`config.mk`:
```
export PLATFORM = sky130hd
export DESIGN_NAME = keypad_debounce_long_press_top
export DESIGN_NICKNAME = d
export VERILOG_FILES = /design/src/rtl/kdb_pkg.sv /design/src/rtl/kdb_key_lane.sv /design/src/rtl/kdb_merge.sv /design/src/rtl/keypad_debounce_long_press_top.sv
export SDC_FILE = /design/constraint.sdc
export NUM_CORES = 1
export LEC_CHECK = 0
export BUFFER_PORTS_ARGS = -buffer_cell sky130_fd_sc_hd__buf_2
export CAP_MARGIN = 5
export CORE_UTILIZATION = 49
export CTS_CLUSTER_SIZE = 28
export DETAILED_ROUTE_END_ITERATION = 6
export PLACE_DENSITY = 0.72
export SLEW_MARGIN = 20
export SYNTH_ARGS = -nofsm -noshare
export SYNTH_HDL_FRONTEND = slang
export SYNTH_SLANG_ARGS = --single-unit
```
`constraint.sdc`:
```
create_clock -name clk -period 14.5 [get_ports clk]
set_clock_uncertainty 0.15 [all_clocks]
set_input_delay 1.45 -clock clk [delete_from_list [all_inputs] [get_ports clk]]
set_output_delay 1.45 -clock clk [all_outputs]
set_load 0.03 [all_outputs]
```
`src/rtl/kdb_pkg.sv`:
```
package kdb_pkg;

	// Number of debounced keys; keys beyond the raw field read as released.
	localparam int NUM_KEYS = 7;
	// Width of the raw key field and of the reported status words.
	localparam int RAW_W = 7;
	// Center key, the one that requests power off.
	localparam int CENTER_BIT = 6;

	localparam int LIMIT_W = 8;
	localparam int TICKS_W = 32;
	localparam int CFG_IDX_W = 1;
	localparam int CFG_DATA_W = 32;

	localparam logic [LIMIT_W-1:0] DEBOUNCE_LIMIT_RST = 8'd3;
	localparam logic [TICKS_W-1:0] TURN_OFF_TICKS_RST = 32'd3000;

	// Configuration register indexes.
	localparam logic [CFG_IDX_W-1:0] REG_DEBOUNCE_LIMIT = 1'b0;
	localparam logic [CFG_IDX_W-1:0] REG_TURN_OFF_TICKS = 1'b1;

	typedef enum logic [1:0] {
		PH_RELEASED,
		PH_PRESS_DB,
		PH_PRESSED,
		PH_RELEASE_DB
	} kdb_phase_t;

	// Handshake inputs seen by the merge stage.
	typedef struct packed {
		logic in_valid;
		logic out_stall;
	} kdb_pipe_ctl_t;

	// Handshake outputs driven by the merge stage.
	typedef struct packed {
		logic in_stall;
		logic out_valid;
	} kdb_pipe_sts_t;

endpackage

```
`src/rtl/kdb_key_lane.sv`:
```
module kdb_key_lane
	import kdb_pkg::*;
(
	input  logic               clk,
	input  logic               arst_n,
	input  logic               accept,
	input  logic               level,
	input  logic [LIMIT_W-1:0] limit,
	output logic               pressed
);

	kdb_phase_t         phase_q, phase_d;
	logic [LIMIT_W-1:0] count_q, count_d;
	logic               below_limit;

	assign below_limit = (count_q < limit);

	always_ff @(posedge clk or negedge arst_n) begin
		if (!arst_n) begin
			phase_q <= PH_RELEASED;
			count_q <= '0;
		end else if (accept) begin
			phase_q <= phase_d;
			count_q <= count_d;
		end
	end

	always_comb begin
		phase_d = phase_q;
		count_d = count_q;
		pressed = 1'b0;
		unique case (phase_q)
			PH_RELEASED: begin
				if (!level) begin
					count_d = '0;
					phase_d = PH_PRESS_DB;
				end
			end
			PH_PRESS_DB: begin
				if (level) begin
					phase_d = PH_RELEASED;
				end else if (below_limit) begin
					count_d = count_q + 1'b1;
				end else begin
					pressed = 1'b1;
					phase_d = PH_PRESSED;
				end
			end
			PH_PRESSED: begin
				pressed = 1'b1;
				if (level) begin
					count_d = '0;
					phase_d = PH_RELEASE_DB;
				end
			end
			PH_RELEASE_DB: begin
				if (!level) begin
					pressed = 1'b1;
					phase_d = PH_PRESSED;
				end else if (below_limit) begin
					count_d = count_q + 1'b1;
					pressed = 1'b1;
				end else begin
					phase_d = PH_RELEASED;
				end
			end
			default: begin
				phase_d = PH_RELEASED;
			end
		endcase
	end

endmodule

```
`src/rtl/kdb_merge.sv`:
```
module kdb_merge
	import kdb_pkg::*;
(
	input  logic                clk,
	input  logic                arst_n,
	input  kdb_pipe_ctl_t       ctl,
	input  logic [NUM_KEYS-1:0] word,
	input  logic [TICKS_W-1:0]  now_ticks,
	input  logic [TICKS_W-1:0]  turn_off_ticks,
	output kdb_pipe_sts_t       sts,
	output logic [RAW_W-1:0]    key_status,
	output logic [RAW_W-1:0]    prev_status,
	output logic                changed,
	output logic                turn_off,
	output logic [TICKS_W-1:0]  event_time
);

	logic [NUM_KEYS-1:0] reported_q;
	logic [TICKS_W-1:0]  hold_start_q;

	logic                valid_s1;
	logic [NUM_KEYS-1:0] word_s1;
	logic [NUM_KEYS-1:0] prev_s1;
	logic [TICKS_W-1:0]  now_s1;
	logic [TICKS_W-1:0]  hold_s1;
	logic                center_s1;

	logic                out_valid_q;
	logic                accept;
	logic                s2_load;
	logic                center_pressed;
	logic                center_edge;
	logic [TICKS_W-1:0]  hold_eff;
	logic [TICKS_W-1:0]  deadline;

	assign s2_load  = valid_s1 && (!out_valid_q || !ctl.out_stall);
	assign sts.in_stall  = valid_s1 && !s2_load;
	assign sts.out_valid = out_valid_q;
	assign accept   = ctl.in_valid && !sts.in_stall;

	// Restart the hold timer on a press edge or while the center key is up.
	assign center_pressed = !word[CENTER_BIT];
	assign center_edge    = center_pressed && reported_q[CENTER_BIT];
	assign hold_eff       = (center_pressed && !center_edge) ? hold_start_q : now_ticks;

	always_ff @(posedge clk or negedge arst_n) begin
		if (!arst_n) begin
			reported_q   <= '1;
			hold_start_q <= '0;
			valid_s1     <= 1'b0;
		end else begin
			if (accept) begin
				reported_q   <= word;
				hold_start_q <= hold_eff;
				valid_s1     <= 1'b1;
			end else if (s2_load) begin
				valid_s1 <= 1'b0;
			end
		end
	end

	always_ff @(posedge clk) begin
		if (accept) begin
			word_s1   <= word;
			prev_s1   <= reported_q;
			now_s1    <= now_ticks;
			hold_s1   <= hold_eff;
			center_s1 <= center_pressed;
		end
	end

	assign deadline = hold_s1 + turn_off_ticks;

	always_ff @(posedge clk or negedge arst_n) begin
		if (!arst_n) begin
			out_valid_q <= 1'b0;
		end else if (s2_load) begin
			out_valid_q <= 1'b1;
		end else if (!ctl.out_stall) begin
			out_valid_q <= 1'b0;
		end
	end

	always_ff @(posedge clk) begin
		if (s2_load) begin
			key_status  <= word_s1[RAW_W-1:0];
			prev_status <= prev_s1[RAW_W-1:0];
			changed     <= (word_s1 != prev_s1);
			turn_off    <= center_s1 && (now_s1 >= deadline);
			event_time  <= now_s1;
		end
	end

	a_turn_off_needs_center: assert property (@(posedge clk) disable iff (!arst_n)
		out_valid_q && turn_off |-> !key_status[CENTER_BIT])
		else $error("turn_off raised with center key released");

	a_s1_held: assert property (@(posedge clk) disable iff (!arst_n)
		valid_s1 && !s2_load |=> valid_s1 && $stable(word_s1) && $stable(now_s1))
		else $error("stage 1 lost a waiting transaction");

	a_reported_tracks: assert property (@(posedge clk) disable iff (!arst_n)
		accept |=> reported_q == word_s1)
		else $error("reported word does not follow the accepted tick");

	a_no_overrun: assert property (@(posedge clk) disable iff (!arst_n)
		out_valid_q && ctl.out_stall |-> !s2_load)
		else $error("output register overwritten while stalled");

endmodule

```
`src/rtl/keypad_debounce_long_press_top.sv`:
```
// Keypad debounce with long-press power-off request.
//
// Input channel: one transaction per scan tick, carrying raw_keys (active-low
// key levels, bit i is key i) and now_ticks (free-running time stamp). Each
// transaction produces exactly one output transaction carrying the debounced
// status word, the word reported before it, a changed flag, the turn_off flag
// and the tick's time stamp.
// Throughput: one tick per clock while out_stall is low. Every key has its own debounce
// lane, so all keys advance in the cycle the tick is accepted; the merge stage registers
// the tick, then adds the hold start to turn_off_ticks and compares as it loads the output.
// Configuration: write debounce_limit (index 0) or turn_off_ticks (index 1)
// with cfg_we; write only while no transaction is in flight.
// Reset: all keys released, reported word all ones, hold start zero,
// debounce_limit 3, turn_off_ticks 3000; no output pending.
// Stall: a stalled result holds in the output register; one more tick is
// taken into stage 1, after which in_stall rises until the output drains.
module keypad_debounce_long_press_top
	import kdb_pkg::*;
(
	input  logic                  clk,
	input  logic                  arst_n,

	input  logic                  cfg_we,
	input  logic [CFG_IDX_W-1:0]  cfg_index,
	input  logic [CFG_DATA_W-1:0] cfg_data,

	input  logic                  in_valid,
	output logic                  in_stall,
	input  logic [RAW_W-1:0]      raw_keys,
	input  logic [TICKS_W-1:0]    now_ticks,

	output logic                  out_valid,
	input  logic                  out_stall,
	output logic [RAW_W-1:0]      key_status,
	output logic [RAW_W-1:0]      prev_status,
	output logic                  changed,
	output logic                  turn_off,
	output logic [TICKS_W-1:0]    event_time
);

	logic [LIMIT_W-1:0]  debounce_limit_q;
	logic [TICKS_W-1:0]  turn_off_ticks_q;
	logic [NUM_KEYS-1:0] pressed;
	logic [NUM_KEYS-1:0] word;
	logic                in_accept;
	kdb_pipe_ctl_t       ctl;
	kdb_pipe_sts_t       sts;

	// Configuration registers.
	always_ff @(posedge clk or negedge arst_n) begin
		if (!arst_n) begin
			debounce_limit_q <= DEBOUNCE_LIMIT_RST;
			turn_off_ticks_q <= TURN_OFF_TICKS_RST;
		end else if (cfg_we) begin
			unique case (cfg_index)
				REG_DEBOUNCE_LIMIT: debounce_limit_q <= cfg_data[LIMIT_W-1:0];
				REG_TURN_OFF_TICKS: turn_off_ticks_q <= cfg_data[TICKS_W-1:0];
				default: ;
			endcase
		end
	end

	assign ctl.in_valid  = in_valid;
	assign ctl.out_stall = out_stall;
	assign in_stall      = sts.in_stall;
	assign out_valid     = sts.out_valid;
	assign in_accept     = in_valid && !in_stall;

	// One debounce lane per key; keys beyond the raw field see a released level.
	for (genvar k = 0; k < NUM_KEYS; k++) begin : g_lane
		logic level;
		if (k < RAW_W) begin : g_raw
			assign level = raw_keys[k];
		end else begin : g_pad
			assign level = 1'b1;
		end

		kdb_key_lane u_lane (
			.clk     (clk),
			.arst_n  (arst_n),
			.accept  (in_accept),
			.level   (level),
			.limit   (debounce_limit_q),
			.pressed (pressed[k])
		);
	end

	// Status word is active low: a pressed key reads as zero.
	assign word = ~pressed;

	// Merge lanes, track the center hold time and drive the result register.
	kdb_merge u_merge (
		.clk            (clk),
		.arst_n         (arst_n),
		.ctl            (ctl),
		.word           (word),
		.now_ticks      (now_ticks),
		.turn_off_ticks (turn_off_ticks_q),
		.sts            (sts),
		.key_status     (key_status),
		.prev_status    (prev_status),
		.changed        (changed),
		.turn_off       (turn_off),
		.event_time     (event_time)
	);

endmodule

```
==> metrics.txt, run 1 <==
# IOs approximately 130; TritonCTS clock tree yes; layout cells sized above 1 between 15 and 20%; Synth Instances roughly 1200; Routed Antenna Nets 0; Worst-Skew Late Latency around 550 ps; Die Wd 174.5 µm; tightest hold margin about 310 ps; delay-heaviest family, CP buffers and inverters; post-synth cell types between 70 and 80; overall power 2.762 mW; Critical Path Sink Type register; vias in the first global route a little over 10000; first-pass GRT wire length 52140 µm; r2r setup slk 10200 ps; Placed Cells between 1500 and 2000; most frequent CP cell nand2_1; number of setup buffers added after CTS 0; number of synthesized register bits approximately 280; synthesis-to-finish area growth 13.89%; CP Launch Point out_stall; mapped cell area 14590 µm²; Leak 7.037 nW; pin count of the biggest net entering global routing 79; clock buffer count from CTS 30; most common cell after layout, fill and taps aside dfrtp_1; hpwl dp around 22000 µm; syn_area_per_cell between 10 and 15 µm²; grt total ovfl 0; critical path startpoint category primary input; Final Hold Fails 0; H-tree depth 1; Compound-Gate Fraction of Synth Area 12.98%; Core Box Area 29010 µm²; post-synth net total 1423; fin cells about 1800; arrival time at the worst endpoint around 4800 ps; Slew Limit Fails 0; most frequent cells in the layout dfrtp_1 (135), edfxtp_1 (127), buf_2 (125); Via Count 10180; Slew @ Worst Pin ~1100 ps; storage element area ~7600 µm²; Worst-path clk slew 60 ps; TritonRoute pass-1 iters 5; Peak VDD IR 0.00009360 V; CTS Buffer Depth 3; # DRC 0; Slew headroom between 20 and 30%; main combinational cell family by area after synthesis compound AO/OA/AOI/OAI gates; die area 30460 µm²; DR vias/cell around 5.7; register area share after synthesis a little over half; multiplexer area fraction after synthesis between 8 and 9%; Slowest-stage cell, CP buf_4; Fillers between 2000 and 2500; CTS Sinks between 200 and 300; simple-gate portion of the synthesized area 9.898%; final core utilization 57.26%; # nets final 1559; Top FF cell, synth dfrtp_1; FP Rows 62; Post-Synth XOR/XNOR Area ~3.7%; worst reg2reg path startpoint turn_off_ticks_q[3]; fraction of registers with async set/reset 54.32%; max cap viols 0; CTS Hold Buffers Added 0; Clk Tree Root Cell clkbuf_16; post-synthesis adder-cell area fraction between 10 and 15%; Multi-input gate area approximately 6700 µm²; path type of the worst min-delay path reg -> reg; Period Utilization, post-route 31.10%; PostCTS Resize Cnt 0; RR Endpoint u_merge.turn_off; gr usage total roughly a fifth; Port Buffers between 100 and 150; Setup crit end g_lane[3].u_lane.count_q[7]; initial antenna violation count 3; die span in y between 150 and 200 µm; Synth Warn # 0; fmax between 200 and 250 MHz; Final setup viols 0; Critical Path Stages 9; Crit path required time around 15000 ps; DR WL/cell about 18 µm; DRT iter0 DRCs between 600 and 700; number of buffer and inverter stages on the critical path 3; CP Class in -> reg; routability cong. approximately 0.89; Setup TNS 0 ps; CP Max Fanout 76; number of synthesized flops with an enable pin approximately 130; crit path cell chain buf_2 -> nand3_1 -> nand2_1 -> inv_4 -> buf_4 -> nand2_1 -> a2111oi_0 -> a21oi_1 -> o22a_1; min cycle time layout approximately 4500 ps; unrepaired setup endpoints after global routing false; max incr delay on CP 850 ps; status finished clean; Power Density around 170 nW/µm²; drt total wl about 32000 µm; R2R depth 16; Initial Utilization 50.28%
sequential cells by signal, indices dropped and copies added, names as in the netlist, 8 cells and up, named ones only:
name	count
u_merge.now_s1	32
u_merge.hold_start_q	32
turn_off_ticks_q	32
u_merge.hold_s1	32
u_merge.event_time	32
debounce_limit_q	8
g_lane.u_lane.count_q	56
through the flow:
stage / worst slack [ps] / area, µm²
3_3_place_gp: 9520 / 15630
2_1_floorplan: 8851 / 14590
3_5_place_dp: 9413 / 15630
6_report: 9991 / 16610
4_1_cts: 9986 / 16600
5_1_grt: 9670 / 16610
kinds of logic after synthesis:
logic type,after synthesis
xor gates and xnor gates,62
muxes,116
adders and majority gates,120
AOI/OAI and AO/OA,279
and+or+nand+nor,301
DFF,278
buffers and inverters,70
layer usage:
layer / part of all wire [%] / global-route usage [%]
met5: 0.056 / 0
met1: 44 / 27.68
met2: 48 / 36.65
met4: 2.9 / 7.210
met3: 5.0 / 3.084
layout make-up:
type                       instances  area share, %
inverter                          43         0.9866
clock buffer                      34          4.737
multi-input combinational        878          40.38
tap                              384          2.892
timing repair buffer             131          4.059
clock inverter                    22          1.107
sequential                       278          45.82
antenna                            1        0.01506
cells in the mapped netlist (all sizes together), types with 8 or more instances:
library cell  count  area, µm²
dfrtp           135       3378
clkbuf           11      41.29
a211oi           20      160.2
o21bai            8      60.06
a21oi            70      365.4
nor2b             8      50.05
nand3            49      245.2
nand4            18      112.6
a31oi            10      62.56
xor2             18      157.7
nor2             57      214.0
and2             11      68.82
ha              119       1489
nand2            94      352.8
mux2            104       1171
o21ai            68      344.1
buf              16      92.59
mux2i            12      120.1
xnor2            44      385.4
nor3             12      60.06
a2111oi           8      113.9
edfxtp          127       3814
dfstp            16      420.4
inv              42      157.6
a21o             43      322.8
nand2b           23      143.9
power breakdown:
group	leakage (nW)	internal [mW]	switching, mW
combinational	3.48	0.373	0.504
sequential	3.07	1.01	0.126
clock	0.485	0.441	0.306
worst min-delay path by stage:
stage	from	depth (start not counted)	to	slack, ps
2_1_floorplan	u_merge.now_s1[0]	0	u_merge.event_time[0]	280
6_report	u_merge.now_s1[24]	0	u_merge.event_time[24]	310
5_1_grt	u_merge.now_s1[25]	0	u_merge.event_time[25]	330
3_5_place_dp	u_merge.now_s1[25]	0	u_merge.event_time[25]	300
4_1_cts	u_merge.now_s1[25]	0	u_merge.event_time[25]	320
3_3_place_gp	u_merge.now_s1[0]	0	u_merge.event_time[0]	280
No activity file was read; power rests on OpenSTA's default activity.
==> inputs of run 2 (changes only) <==
--- a/config.mk
+++ b/config.mk
@@ -10,7 +10,7 @@
 export CORE_UTILIZATION = 49
 export CTS_CLUSTER_SIZE = 28
 export DETAILED_ROUTE_END_ITERATION = 6
-export PLACE_DENSITY = 0.72
+export PLACE_DENSITY = 0.74
 export SLEW_MARGIN = 20
 export SYNTH_ARGS = -nofsm -noshare
 export SYNTH_HDL_FRONTEND = slang
==> constraint.sdc (replaced) <==
create_clock -name clk -period 3.65 [get_ports clk]
set_clock_uncertainty 0.15 [all_clocks]
set_input_delay 0.365 -clock clk [delete_from_list [all_inputs] [get_ports clk]]
set_output_delay 0.365 -clock clk [all_outputs]
set_load 0.03 [all_outputs]
==> run 2 against run 1 <==
Compared with the run above:
- critical path type is now reg -> reg
- total power increased to 4.3 times the previous value
- worst setup slack got worse by 10000 ps
- non-clock buffer count increased by 151
- clock-buffer cell count increased by 2
- sequential cell count unchanged
- combinational power increased to 4.7 times the previous value
- largest power group unchanged
- largest cell class unchanged
- register-to-register slack got worse by 10000 ps
- the flow now finishes with violations (negative setup slack)
- clock power increased to 4.3 times the previous value
==> metrics.txt, run 2 (synthesis gave the netlist of run 1 again) <==
status complete, but fails checks; failing checks negative setup slack; most common cell after layout, fill and taps aside dfrtp_1; critical path startpoint category register; arrival time at the worst endpoint 3940 ps (-860 ps); Clk Tree Root Cell clkbuf_16; Final setup viols 1 (+1); Placed Cells 1782 (+4.0%); final instance area 18270 µm² (+10%); most frequent CP cell a21o_1; Slew Limit Fails 0 (unchanged); path type of the worst min-delay path in -> reg; Period Utilization, post-route 103.7%; overall power 11.88 mW (+330%); Crit path required time 3810 ps (-10980 ps); DRT iter0 DRCs 735 (+7.0%); unrepaired setup endpoints after global routing true; Worst-path clk slew 60 ps (about the same); Power Density 650.4 nW/µm² (+290%); crit path cell chain ha_1 -> a21o_1 -> nand4_1 -> a211oi_2 -> a21oi_2 -> o21ai_2 -> a31oi_2 -> xor2_1 -> ha_1 -> a21o_1 -> a21o_1 -> a2111oi_4 -> o21bai_1 -> a21oi_1 -> o211ai_1 -> a21o_1; die area 30460 µm² (unchanged); max FFs per register 56 (unchanged); Setup TNS -134.6 ps (-134.6 ps); CTS Buffer Depth 3 (unchanged); Peak VDD IR 0.0003610 V (+290%); pre-CTS WS -196.1 ps (-9609 ps); pin count of the biggest net entering global routing 72 (-8.9%); delay-heaviest family, CP compound AO/OA/AOI/OAI gates; # nets final 1710 (+9.7%); CP Class reg -> reg; tightest hold margin 182.0 ps (-131.5 ps); Slowest-stage cell, CP edfxtp_1; max incr delay on CP 380 ps (-470 ps); min cycle time layout 3785 ps; FP Rows 62 (unchanged); die span in y 174.5 µm (unchanged); max cap viols 0 (unchanged); ANT cells 0 (-1); TritonRoute pass-1 iters 5 (unchanged); Port Buffers 126 (unchanged); Worst-Skew Late Latency 550 ps (about the same); fin cells 1921 (+8.5%); layout cells sized above 1 24.07% (+5.8 points); Final Hold Fails 0 (unchanged); Die Wd 174.5 µm (unchanged); Via Count 10810 (+6.1%); vias in the first global route 11100 (+7.9%); gr usage total 23.43% (+2.1 points); Leak 7.800 nW (+11%); CP Max Fanout 2 (-97%); # DRC 0 (unchanged); most frequent cells in the layout dfrtp_1 (135), edfxtp_1 (127), buf_2 (125); DR vias/cell 5.626 (-2.1%); DR WL/cell 18.42 µm (+1.9%); Reg with most FFs g_lane.u_lane.count_q; # IOs 127 (unchanged); drt total wl 35380 µm (+11%); H-tree depth 1 (unchanged); fmax between 200 and 300 MHz; first-pass GRT wire length 56950 µm (+9.2%); clock buffer count from CTS 30 (unchanged); synthesis-to-finish area growth 25.23%; area post-placement 16210 µm² (+3.7%); grt total ovfl 0 (unchanged); CTS Sinks 278 (unchanged); Core Box Area 29010 µm² (unchanged); routability cong. 0.9122 (+2.9%); Slew headroom 27.02% (-2.2 points); Routed Antenna Nets 0 (unchanged); initial antenna violation count 0 (-3); final core utilization 62.96% (+5.7 points); Slew @ Worst Pin 1090 ps (+28.05 ps); fin worst setup slack -134.6 ps (-10130 ps); hpwl dp 24210 µm (+8.1%); Initial Utilization 50.28% (unchanged); TritonCTS clock tree yes; Critical Path Sink Type register; number of buffer and inverter stages on the critical path 0 (-3)
[run 2: cell count changes in the layout (fill, tap and decap cells not counted), moves of 3 or more]
cell	delta
a21oi_2	+8
buf_4	+73
dlygate4sd3_1	+74
clkinv_4	+5
a21oi_1	-8
ha_1	-4
o21ai_2	+3
buf_12	+3
ha_4	+4
clkinv_1	-6
clkinv_2	-5
[run 2: report_power, final]
part	total [mW]	internal [mW]	switching [mW]	leakage, nW
logic	4.16	1.92	2.24	4.21
registers	4.53	4.02	0.509	3.07
clock network	3.19	1.89	1.30	0.514
total	11.9	7.83	4.05	7.80
[run 2: final timing paths]
check | start | end | slack [ps] | depth (start not counted)
setup / recovery | u_merge.hold_s1[1] | u_merge.turn_off | -130 | 16
hold / removal | cfg_index | debounce_limit_q[1] | 180 | 4
min in group asynchronous | arst_n | turn_off_ticks_q[26] | 270 | 2
max in group asynchronous | arst_n | turn_off_ticks_q[4] | 2230 | 3
hold reg to reg | u_merge.now_s1[0] | u_merge.event_time[0] | 310 | 0
setup reg to reg | u_merge.hold_s1[1] | u_merge.turn_off | -130 | 16
[run 2: what timing repair did]
action                                  4_1_cts  5_1_grt
cloned                                        0        0
hold buffers                                 74        0
gates resized for setup                      22       15
endpoints found under the setup margin        1        1
hold endpoints to repair                    204        0
buffers inserted                              5        5
pin swaps                                    23       28
[run 2: layout make-up]
cell class                 instances  area [µm²]
clock inverter                    20       235.2
sequential                       278        7612
multi-input combinational        878        6927
inverter                          43       163.9
fill                            2189       10750
tap                              384       480.5
timing repair buffer             282        2034
clock buffer                      36       814.5
[run 2: worst min-delay path: stages]
cell	delay, ps
buf_2	90
nor2b_1	210
nand2_1	130
o21ai_0	60
[run 2: metal layers]
layer	vias to the layer above	GRT usage (%)	part of all wire, %	wire [µm]
li1	5160	-	-	-
met1	5289	30.36	43	15370
met2	292	40.26	49	17240
met3	66	3.675	5.1	1800
met4	0	7.355	2.7	966
met5	-	0	0	0
